## src/b64d_pkg.sv

```systemverilog
// Shared types and constants for the base64 stream decoder.
package b64d_pkg;

  localparam int unsigned COUNT_BITS = 16;
  localparam int unsigned CHAR_W     = 8;
  localparam int unsigned SEXTET_W   = 6;
  localparam int unsigned BYTE_W     = 8;
  localparam int unsigned LIMIT_W    = 16;
  localparam int unsigned REPORT_W   = 16;
  localparam int unsigned CMP_W      = (COUNT_BITS > LIMIT_W) ? COUNT_BITS : LIMIT_W;

  localparam logic [LIMIT_W-1:0] LIMIT_RESET = '1;

  typedef enum logic [1:0] {
    KIND_SKIP,
    KIND_DATA,
    KIND_TERM
  } kind_e;

  // Classified character as it travels from front to back.
  typedef struct packed {
    kind_e                kind;
    logic [SEXTET_W-1:0]  sextet;
  } cls_t;

endpackage

```

## src/b64d_front.sv

```systemverilog
// Front end: classifies each character against the MIME base64 alphabet.
module b64d_front (
  input  logic [b64d_pkg::CHAR_W-1:0] char_in_i,
  output b64d_pkg::cls_t              cls_o
);
  import b64d_pkg::*;

  logic [CHAR_W-1:0] ch;

  always_comb begin
    ch           = char_in_i;
    cls_o.kind   = KIND_SKIP;
    cls_o.sextet = '0;
    if (ch == 8'h00) begin
      cls_o.kind = KIND_TERM;
    end else if (ch >= 8'h41 && ch <= 8'h5a) begin
      cls_o.kind   = KIND_DATA;
      cls_o.sextet = SEXTET_W'(ch - 8'h41);
    end else if (ch >= 8'h61 && ch <= 8'h7a) begin
      cls_o.kind   = KIND_DATA;
      cls_o.sextet = SEXTET_W'(ch - 8'h61 + 8'd26);
    end else if (ch >= 8'h30 && ch <= 8'h39) begin
      cls_o.kind   = KIND_DATA;
      cls_o.sextet = SEXTET_W'(ch - 8'h30 + 8'd52);
    end else if (ch == 8'h2b) begin
      cls_o.kind   = KIND_DATA;
      cls_o.sextet = 6'd62;
    end else if (ch == 8'h2f) begin
      cls_o.kind   = KIND_DATA;
      cls_o.sextet = 6'd63;
    end
  end

endmodule

```

## src/b64d_queue.sv

```systemverilog
// Two-entry queue that decouples the classifier from the decode back end.
module b64d_queue (
  input  logic           clk_i,
  input  logic           rst_ni,
  input  logic           push_i,
  input  b64d_pkg::cls_t push_data_i,
  output logic           full_o,
  input  logic           pop_i,
  output logic           head_valid_o,
  output b64d_pkg::cls_t head_data_o
);
  import b64d_pkg::*;

  cls_t       mem_q [2];
  logic       wr_ptr_q, wr_ptr_d;
  logic       rd_ptr_q, rd_ptr_d;
  logic [1:0] fill_q, fill_d;
  logic       do_push, do_pop;

  assign full_o       = (fill_q == 2'd2);
  assign head_valid_o = (fill_q != 2'd0);
  assign head_data_o  = mem_q[rd_ptr_q];
  assign do_push      = push_i && !full_o;
  assign do_pop       = pop_i && head_valid_o;

  always_comb begin
    wr_ptr_d = do_push ? ~wr_ptr_q : wr_ptr_q;
    rd_ptr_d = do_pop ? ~rd_ptr_q : rd_ptr_q;
    fill_d   = fill_q;
    if (do_push && !do_pop) begin
      fill_d = fill_q + 2'd1;
    end else if (do_pop && !do_push) begin
      fill_d = fill_q - 2'd1;
    end
  end

  always_ff @(posedge clk_i or negedge rst_ni) begin
    if (!rst_ni) begin
      wr_ptr_q <= 1'b0;
      rd_ptr_q <= 1'b0;
      fill_q   <= 2'd0;
    end else begin
      wr_ptr_q <= wr_ptr_d;
      rd_ptr_q <= rd_ptr_d;
      fill_q   <= fill_d;
    end
  end

  always_ff @(posedge clk_i) begin
    if (do_push) begin
      mem_q[wr_ptr_q] <= push_data_i;
    end
  end

endmodule

```

## src/b64d_back.sv

```systemverilog
// Back end: group phase, byte assembly, byte limit and the result register.
module b64d_back (
  input  logic                           clk_i,
  input  logic                           rst_ni,
  input  logic                           cfg_we_i,
  input  logic [b64d_pkg::LIMIT_W-1:0]   cfg_wdata_i,
  input  logic                           head_valid_i,
  input  b64d_pkg::cls_t                 head_data_i,
  output logic                           pop_o,
  output logic                           out_valid_o,
  input  logic                           out_stall_i,
  output logic                           byte_valid_o,
  output logic [b64d_pkg::BYTE_W-1:0]    data_byte_o,
  output logic [b64d_pkg::REPORT_W-1:0]  byte_count_o,
  output logic                           text_done_o
);
  import b64d_pkg::*;

  logic [LIMIT_W-1:0]    limit_q;
  logic [1:0]            phase_q, phase_d;
  logic [SEXTET_W-1:0]   prev_q, prev_d;
  logic [COUNT_BITS-1:0] count_q, count_d;

  logic                  out_valid_q;
  logic                  byte_valid_q, byte_valid_d;
  logic [BYTE_W-1:0]     data_byte_q, data_byte_d;
  logic [REPORT_W-1:0]   byte_count_q, byte_count_d;
  logic                  text_done_q, text_done_d;

  logic                  makes;
  logic                  room;
  logic [BYTE_W-1:0]     assembled;
  logic [SEXTET_W-1:0]   cur;

  // Advance when the result register is empty or being drained.
  assign pop_o = head_valid_i && (!out_valid_q || !out_stall_i);
  assign cur   = head_data_i.sextet;
  assign room  = (CMP_W'(count_q) < CMP_W'(limit_q)) && (count_q != '1);

  always_comb begin
    makes     = 1'b1;
    assembled = '0;
    unique case (phase_q)
      2'd0: makes = 1'b0;
      2'd1: assembled = {prev_q, cur[5:4]};
      2'd2: assembled = {prev_q[3:0], cur[5:2]};
      2'd3: assembled = {prev_q[1:0], cur};
      default: makes = 1'b0;
    endcase
  end

  always_comb begin
    phase_d      = phase_q;
    prev_d       = prev_q;
    count_d      = count_q;
    byte_valid_d = 1'b0;
    data_byte_d  = '0;
    text_done_d  = 1'b0;
    byte_count_d = REPORT_W'(count_q);
    unique case (head_data_i.kind)
      KIND_TERM: begin
        phase_d     = '0;
        prev_d      = '0;
        count_d     = '0;
        text_done_d = 1'b1;
      end
      KIND_DATA: begin
        phase_d = phase_q + 2'd1;
        prev_d  = cur;
        if (makes && room) begin
          byte_valid_d = 1'b1;
          data_byte_d  = assembled;
          count_d      = count_q + COUNT_BITS'(1);
          byte_count_d = REPORT_W'(count_q + COUNT_BITS'(1));
        end
      end
      default: ;
    endcase
  end

  always_ff @(posedge clk_i or negedge rst_ni) begin
    if (!rst_ni) begin
      limit_q     <= LIMIT_RESET;
      phase_q     <= '0;
      prev_q      <= '0;
      count_q     <= '0;
      out_valid_q <= 1'b0;
    end else begin
      if (cfg_we_i) begin
        limit_q <= cfg_wdata_i;
      end
      if (pop_o) begin
        phase_q     <= phase_d;
        prev_q      <= prev_d;
        count_q     <= count_d;
        out_valid_q <= 1'b1;
      end else if (!out_stall_i) begin
        out_valid_q <= 1'b0;
      end
    end
  end

  always_ff @(posedge clk_i) begin
    if (pop_o) begin
      byte_valid_q <= byte_valid_d;
      data_byte_q  <= data_byte_d;
      byte_count_q <= byte_count_d;
      text_done_q  <= text_done_d;
    end
  end

  assign out_valid_o  = out_valid_q;
  assign byte_valid_o = byte_valid_q;
  assign data_byte_o  = data_byte_q;
  assign byte_count_o = byte_count_q;
  assign text_done_o  = text_done_q;

endmodule

```

## src/base64_stream_decoder_unit.sv

```systemverilog
// Top level of the MIME base64 stream decoder.
// Takes one character per item and returns one result per item: an optional
// decoded byte, the running byte count of the current text, and a flag on the
// zero terminator. Characters outside the MIME alphabet (including '=') are
// skipped. Throughput is one item per clock cycle while neither side stalls;
// the classifier writes each item into a two-entry queue and the back end
// retires one item a cycle into the result register unless the result side
// stalls. An item passes the queue and then the result register before its
// result is offered. in_stall_o rises only when the queue is full while the
// result side stalls. The user must write max_bytes through cfg_we_i /
// cfg_wdata_i only while the block is idle; the block does not enforce it.
module base64_stream_decoder_unit (
  input  logic                           clk_i,
  input  logic                           rst_ni,
  input  logic                           cfg_we_i,
  input  logic [b64d_pkg::LIMIT_W-1:0]   cfg_wdata_i,
  input  logic                           in_valid_i,
  output logic                           in_stall_o,
  input  logic [b64d_pkg::CHAR_W-1:0]    char_in_i,
  output logic                           out_valid_o,
  input  logic                           out_stall_i,
  output logic                           byte_valid_o,
  output logic [b64d_pkg::BYTE_W-1:0]    data_byte_o,
  output logic [b64d_pkg::REPORT_W-1:0]  byte_count_o,
  output logic                           text_done_o
);
  import b64d_pkg::*;

  cls_t cls;
  cls_t head_data;
  logic full;
  logic pop;
  logic head_valid;

  assign in_stall_o = full;

  b64d_front u_front (
    .char_in_i (char_in_i),
    .cls_o     (cls)
  );

  b64d_queue u_queue (
    .clk_i        (clk_i),
    .rst_ni       (rst_ni),
    .push_i       (in_valid_i),
    .push_data_i  (cls),
    .full_o       (full),
    .pop_i        (pop),
    .head_valid_o (head_valid),
    .head_data_o  (head_data)
  );

  b64d_back u_back (
    .clk_i        (clk_i),
    .rst_ni       (rst_ni),
    .cfg_we_i     (cfg_we_i),
    .cfg_wdata_i  (cfg_wdata_i),
    .head_valid_i (head_valid),
    .head_data_i  (head_data),
    .pop_o        (pop),
    .out_valid_o  (out_valid_o),
    .out_stall_i  (out_stall_i),
    .byte_valid_o (byte_valid_o),
    .data_byte_o  (data_byte_o),
    .byte_count_o (byte_count_o),
    .text_done_o  (text_done_o)
  );

endmodule

```

## config.mk

```make
export PLATFORM = sky130hd
export DESIGN_NAME = base64_stream_decoder_unit
export DESIGN_NICKNAME = d
export VERILOG_FILES = /design/src/b64d_pkg.sv /design/src/b64d_front.sv /design/src/b64d_queue.sv /design/src/b64d_back.sv /design/src/base64_stream_decoder_unit.sv
export SDC_FILE = /design/constraint.sdc
export NUM_CORES = 1
export LEC_CHECK = 0
export ABC_AREA = 1
export ABC_CLOCK_PERIOD_IN_PS = 5300
export BUFFER_PORTS_ARGS = -buffer_cell sky130_fd_sc_hd__buf_2
export CORE_MARGIN = 2
export CORE_UTILIZATION = 50
export DETAILED_ROUTE_END_ITERATION = 10
export HOLD_SLACK_MARGIN = 0.12
export MAX_ROUTING_LAYER = met4
export PLACE_DENSITY = 0.7
export SLEW_MARGIN = 20
export SYNTH_ARGS = -nofsm -noshare
export SYNTH_HDL_FRONTEND = slang
export SYNTH_SLANG_ARGS = --single-unit
```

## constraint.sdc

```tcl
create_clock -name clk_i -period 5.3 [get_ports clk_i]
set_input_delay 0.795 -clock clk_i [delete_from_list [all_inputs] [get_ports clk_i]]
set_output_delay 0.795 -clock clk_i [all_outputs]
set_load 0.01 [all_outputs]
```

==> results of run 1 <==
[cells by family (layout without fill, tap and decap cells)]
group	count (synthesis)	in the layout	synth area share, %
muxes	7	7	1.378
buffers and inverters	97	153	7.515
AOI/OAI and AO/OA	80	80	8.144
adders and majority gates	31	31	7.492
and+or+nand+nor	322	322	27.11
xor gates and xnor gates	11	11	1.861
DFF	87	87	46.50
[power groups by stage]
stage,registers [W],logic (W),clock network [W]
after floorplan,0.00103,0.000490,0
after global placement,0.00100,0.000730,0
after detailed placement,0.00101,0.000747,0
after CTS,0.000994,0.000748,0.000466
after global routing,0.00101,0.000838,0.000496
final,0.000991,0.000747,0.000452
[sequential cells by signal, indices dropped and copies added, names as in the netlist]
name	cells
u_back.byte_count_o	16
u_back.byte_valid_o	1
u_back.count_q	16
u_back.data_byte_o	8
u_back.limit_q	16
u_back.out_valid_o	1
u_back.phase_q	2
u_back.prev_q	6
u_back.text_done_o	1
u_queue.fill_q	2
u_queue.mem_q	16
u_queue.rd_ptr_q	1
u_queue.wr_ptr_q	1
[area by class of cell]
cell class,count,area [sq um]
clock buffers,10,127.6
clock inverters,6,61.31
fillers,974,4443
inverters,79,296.5
multi-input cells,451,2381
flip-flops and latches,87,2407
well taps,136,170.2
repair buffers,58,297.8
[metrics by stage]
| stage | power, W | worst slack (ns) | cells | hold WS, ns | instance area (sq um) |
|---|---|---|---|---|---|
| detailed placement | 0.001755 | 2.538 | 811 | 0.4861 | 5550 |
| global placement | 0.001731 | 2.608 | 811 | 0.4804 | 5550 |
| floorplan | 0.001525 | 2.935 | 635 | 0.4591 | 5177 |
| finish | 0.002191 | 2.626 | 827 | 0.4288 | 5742 |
| CTS | 0.002208 | 2.617 | 827 | 0.5008 | 5739 |
| global route | 0.002346 | 2.340 | 827 | 0.4659 | 5742 |
[how the worst max path moves through the flow]
stage | startpoint | endpoint | slack, ns
after global placement | char_in_i[2] | u_queue.mem_q[0][6] | 2.61
after global routing | u_queue.rd_ptr_q | u_back.prev_q[2] | 2.34
after CTS | u_queue.rd_ptr_q | u_back.prev_q[2] | 2.62
after detailed placement | char_in_i[2] | u_queue.mem_q[0][6] | 2.54
after floorplan | char_in_i[2] | u_queue.mem_q[0][6] | 2.94
final | u_queue.rd_ptr_q | u_back.prev_q[2] | 2.63
[per-layer routing]
layer	share of wire (%)	routed length [microns]	global-route usage, %
met1	48	5283	29.91
met2	44	4849	31.71
met3	5.0	545	3.958
met4	2.0	221	6.485
met5	0	0	-
[layout by cell type, fill, tap and decap left out, drive strengths merged]
| cell | count |
|---|---|
| ha | 31 |
| xnor2 | 2 |
| bufinv | 1 |
| clkinvlp | 1 |
| xor2 | 9 |
| nand3 | 33 |
| nor4 | 1 |
| edfxtp | 42 |
| clkinv | 5 |
| inv | 78 |
| nand2 | 198 |
| nand4 | 25 |
| dfrtp | 29 |
| a211oi | 1 |
| nor2 | 52 |
| o22ai | 11 |
| clkbuf | 10 |
| a21o | 1 |
| dfstp | 16 |
| a21oi | 20 |
| o211ai | 1 |
| buf | 58 |
| or2 | 4 |
| nor3 | 8 |
| o21ai | 46 |
| mux2 | 1 |
| nand3b | 1 |
| mux2i | 6 |
==> impl_metrics.py, run 1 <==
metrics = {
    "yosys": {
        "synth_top_cells_by_area": "edfxtp_1, nand2_1, dfrtp_1",
        "synth_cell_types": 36,
        "ys_ff_latch": 87,
        "yosys.area.top_type": "edfxtp_1",
        "syn_area_per_cell_sq_um": 8.153,
        "syn_nets": 695,
        "synth_area_sq_um": 5177,
        "ys_seq_area_share_pct": 46.50,
        "syn-instance-count": 635,
        "synth_edf_count": 42,
        "synth_most_common_cell": "nand2_1",
        "synth.top_cell.area_share_pct": 24.36,
        "async_flop_share_pct": 51.72,
        "synth_common_cells": "nand2_1, inv_1, nor2_1",
        "synth_flop_cell": "edfxtp_1",
        "yosysWarnings": 0,
    },
    "clock_tree": {
        "cts_tree": "done",
        "clkTransAtPathRegs_ns": 0.09,
        "numCtsBuffers": 9,
        "clockRootBuffer": "clkbuf_8",
        "clkSinkCount": 87,
        "cts_htree_levels": 3,
        "clock_path_buffers": 2,
        "holdBufCountCts": 0,
        "post_cts_buffers": 0,
        "cts_resized": 0,
        "clock_latency_ns": 0.36,
    },
    "floorplan": {
        "initial_core_util_pct": 50.84,
        "die_area_sq_um": 11190,
        "core_sq_um": 10180,
        "die_h_microns": 105.8,
        "placementRows": 37,
        "die_x_microns": 105.8,
        "num_io_pins": 57,
    },
    "setup_path": {
        "regToRegEndpoint": "u_back.prev_q[2]",
        "cp_slowest_cell": "dfrtp_1",
        "cp.depth": 11,
        "r2r_setup_slack_ns": 2.63,
        "worstPathRequired_ns": 5.59,
        "rr_startpoint": "u_queue.rd_ptr_q",
        "worstSetupPathType": "flip-flop to flip-flop",
        "setup.worst_path.end_class": "flip-flop",
        "crit_path_start_kind": "flip-flop",
        "cp_data_arrival_time_ns": 2.96,
        "path_max_fanout": 23,
        "critPathTopFamily": "buffers and inverters",
        "crit_path_frequent_cell": "inv_1",
        "crit_buf_inv": 5,
        "cpPeakStageDelay_ns": 0.58,
        "r2r_cells": 11,
        "cp_cell_sequence": "inv_1 > or2_2 > o21ai_0 > inv_1 > ha_1 > nor2_1 > buf_4 > inv_2 > nor2_1 > inv_1 > o21ai_1",
    },
    "pwr": {
        "p_sw_w": 0.0008345,
        "p_sw_share_pct": 38.09,
        "power_frac_seq_pct": 45.3,
        "p_comb_share_pct": 34.1,
        "clkPwrFrac_pct": 20.6,
        "internal_power_w": 0.001356,
        "ir_drop_uv": 195.4,
        "cellLeakagePower_nw": 2.817,
        "powerDensity_nw_per_um2": 381.5,
    },
    "grt": {
        "grt_overflow": 0,
        "grt_antenna_before_repair": 0,
        "grt_usage_pct": 21.33,
        "grt_pass1_vias": 3919,
        "grt_max_degree": 46,
        "grt_pass1_wl_microns": 18530,
    },
    "place": {
        "port_buffers": 56,
        "place_hpwl_microns": 7917,
        "gp_congestion": 0.8777,
    },
    "sta": {
        "final_hold_viol_count": 0,
        "grt_setup_unrepaired": "no",
        "fin_skew_ns": 0.009410,
        "finalCriticalPeriod_ns": 2.674,
        "tns_ns": 0,
        "finalMaxSlewViolations": 0,
        "timing.final.crit_share_pct": 50.46,
        "finalSetupViolations": 0,
        "worstMarginPinSlew_ns": 0.9938,
        "slew_headroom_pct": 33.68,
        "clock.fmax_mhz": 373.9,
    },
    "drt": {
        "drcViolationCount": 0,
        "dr.pass1.iters": 5,
        "wirelength_microns": 10900,
        "vias": 4294,
        "detail-route-antenna-nets": 0,
        "viasPerCell": 5.192,
        "routedWlPerCell_microns": 13.18,
        "dr.first_iter.drc_count": 285,
    },
    "outcome": {
        "run_status": "finished, final reports clean",
    },
    "finish": {
        "num_antenna_cells": 0,
        "areaGrowthSynthToFinish_pct": 10.90,
        "nets": 746,
        "drive_above_1_share_pct": 15.34,
        "finish.utilization_pct": 56.38,
    },
    "hold_path": {
        "worstHoldPathType": "primary input to async pin",
    },
    "flow_run": {
        "cap_violations": 0,
    },
}
(Power assumes the default switching activity.)
==> run 2: changes to the inputs <==
--- a/config.mk
+++ b/config.mk
@@ -6,7 +6,7 @@
 export NUM_CORES = 1
 export LEC_CHECK = 0
 export ABC_AREA = 1
-export ABC_CLOCK_PERIOD_IN_PS = 5300
+export ABC_CLOCK_PERIOD_IN_PS = 2600
 export BUFFER_PORTS_ARGS = -buffer_cell sky130_fd_sc_hd__buf_2
 export CORE_MARGIN = 2
 export CORE_UTILIZATION = 50
==> constraint.sdc (replaced) <==
create_clock -name clk_i -period 2.6 [get_ports clk_i]
set_input_delay 0.39 -clock clk_i [delete_from_list [all_inputs] [get_ports clk_i]]
set_output_delay 0.39 -clock clk_i [all_outputs]
set_load 0.01 [all_outputs]
==> run 2 against run 1 <==
Clock-buffer cell count up 1. Fmax increased by 20%. First-iteration DRC count rose by 8.1%. Register-to-register slack worse by 2.3 ns. Total power is 110% higher. Sequential power is 100% higher. Design area increased by 2.4%. Wire length is 0.61% higher. Clock skew rose by 0.0069 ns. Die area did not move. Sequential cell count did not move. Worst hold slack worse by 0.20 ns. Largest cell class unchanged. Largest power group unchanged.
==> impl_metrics.py, run 2 (same netlist as run 1, synthesis figures left out) <==
metrics = {
    "pwr": {
        "powerDensity_nw_per_um2": 788.0,
        "ir_drop_uv": 579.4,
        "cellLeakagePower_nw": 2.899,
        "power_w": 0.004632,
    },
    "grt": {
        "grt_max_degree": 32,
        "grt_usage_pct": 21.20,
        "grt_antenna_before_repair": 0,
        "grt_pass1_wl_microns": 18360,
        "grt_pass1_vias": 3819,
        "grt_overflow": 0,
    },
    "hold_path": {
        "worstHoldPathType": "primary input to flip-flop",
        "hold-path-cell-count": 3,
    },
    "clock_tree": {
        "clockRootBuffer": "clkbuf_8",
        "cts_htree_levels": 3,
        "post_cts_buffers": 0,
        "cts_resized": 0,
        "cts_tree": "done",
        "clkTransAtPathRegs_ns": 0.08,
        "clock_path_buffers": 2,
        "clock_latency_ns": 0.37,
        "numCtsBuffers": 9,
        "clkSinkCount": 87,
        "holdBufCountCts": 1,
    },
    "setup_path": {
        "setup.worst_path.end_class": "flip-flop",
        "worstSetupPathType": "flip-flop to flip-flop",
        "worstPathRequired_ns": 2.70,
        "crit_path_frequent_cell": "nand2_1",
        "path_max_fanout": 16,
        "cpPeakStageDelay_ns": 0.52,
        "cp_data_arrival_time_ns": 2.33,
        "r2r_cells": 12,
        "cp_slowest_cell": "dfstp_2",
        "cp_cell_sequence": "inv_1 > ha_1 > a21oi_1 > nor2_1 > nor3_1 > nand2_1 > nand2_2 > nand3_4 > nand2_1 > nand2_1 > nand2_1 > o21ai_0",
        "crit_path_start_kind": "flip-flop",
    },
    "sta": {
        "holdWs_ns": 0.2318,
        "worstMarginPinSlew_ns": 0.7197,
        "clock.fmax_mhz": 447.3,
        "grt_setup_unrepaired": "no",
        "slew_headroom_pct": 51.84,
        "final_hold_viol_count": 0,
        "finalCriticalPeriod_ns": 2.236,
        "timing.final.crit_share_pct": 85.99,
        "finalSetupViolations": 0,
        "fin_skew_ns": 0.01633,
        "tns_ns": 0,
        "finalMaxSlewViolations": 0,
    },
    "floorplan": {
        "core_sq_um": 10180,
        "placementRows": 37,
        "num_io_pins": 57,
        "die_area_sq_um": 11190,
        "die_x_microns": 105.8,
        "die_h_microns": 105.8,
        "initial_core_util_pct": 50.84,
    },
    "finish": {
        "drive_above_1_share_pct": 16.86,
        "finish.utilization_pct": 57.72,
        "areaGrowthSynthToFinish_pct": 13.53,
        "num_antenna_cells": 0,
        "mostFrequentLayoutCells": "nand2_1, inv_1, buf_2",
        "layout_commonest_cell": "nand2_1",
        "final_cell_count_no_fill": 842,
        "nets": 761,
        "fillCellCount": 935,
    },
    "drt": {
        "drcViolationCount": 0,
        "dr.pass1.iters": 5,
        "routedWlPerCell_microns": 13.02,
        "dr.first_iter.drc_count": 308,
        "wl_met3_microns": 689,
        "wl_met2_microns": 4661,
        "wl_met1_microns": 5462,
        "vias": 4296,
        "highest_layer": "met4",
        "viasPerCell": 5.102,
        "detail-route-antenna-nets": 0,
        "wirelength_microns": 10970,
    },
    "place": {
        "port_buffers": 56,
        "place_hpwl_microns": 8091,
        "gp_congestion": 0.8937,
        "placed_cells": 825,
    },
    "outcome": {
        "run_status": "finished, final reports clean",
    },
    "flow_run": {
        "cap_violations": 0,
    },
}
[run 2: cell count changes in the layout (fill, tap and decap cells not counted), sizes merged]
cell         change
buf             +14
clkinv           -3
bufinv           +1
clkbuf           +1
dlygate4sd3      +1
inv              +1
[run 2: final cells by class]
cell class	instances	area [sq um]	area share, %
clock buffer	11	131.4	2.235
clock inverter	5	81.33	1.384
inverter	79	296.5	5.045
multi-input combinational	451	2381	40.51
sequential	87	2407	40.95
tap	136	170.2	2.895
timing repair buffer	73	410.4	6.982
[run 2: worst max-delay path: cells and delay by family (launching register included)]
family | cells | cell delay (ns)
and+or+nand+nor | 8 | 0.85
DFF | 1 | 0.52
adders and majority gates | 1 | 0.29
AOI/OAI and AO/OA | 2 | 0.26
buffers and inverters | 1 | 0.05
[run 2: metal layers]
metal,vias to the layer above,GRT usage (%)
met3,16,4.638
met2,142,30.00
met1,1923,31.06
li1,2215,-
met4,0,5.357
met5,-,-
[run 2: power by group]
part	internal (W)	switching, W
clock network	0.000544	0.000477
registers	0.00187	0.000124
logic	0.000490	0.00112
total	0.00291	0.00172
[run 2: path summary, 6_finish.rpt]
path / slack, ns / to / start
hold / removal: 0.23 / u_back.limit_q[10] / cfg_wdata_i[10]
min in group asynchronous: 0.47 / u_back.count_q[7] / rst_ni
max in group asynchronous: 1.37 / u_back.limit_q[2] / rst_ni
hold reg to reg: 0.49 / u_back.limit_q[11] / u_back.limit_q[11]
setup / recovery: 0.36 / u_back.byte_count_o[5] / u_back.limit_q[5]
setup reg to reg: 0.36 / u_back.byte_count_o[5] / u_back.limit_q[5]
[run 2: stage by stage]
step                instance area [sq um]  worst slack (ns)
finish                               5878            0.3643
global route                         5878            0.1221
global placement                     5655            0.1652
CTS                                  5878            0.3780
floorplan                            5177            0.3763
detailed placement                   5655            0.1347
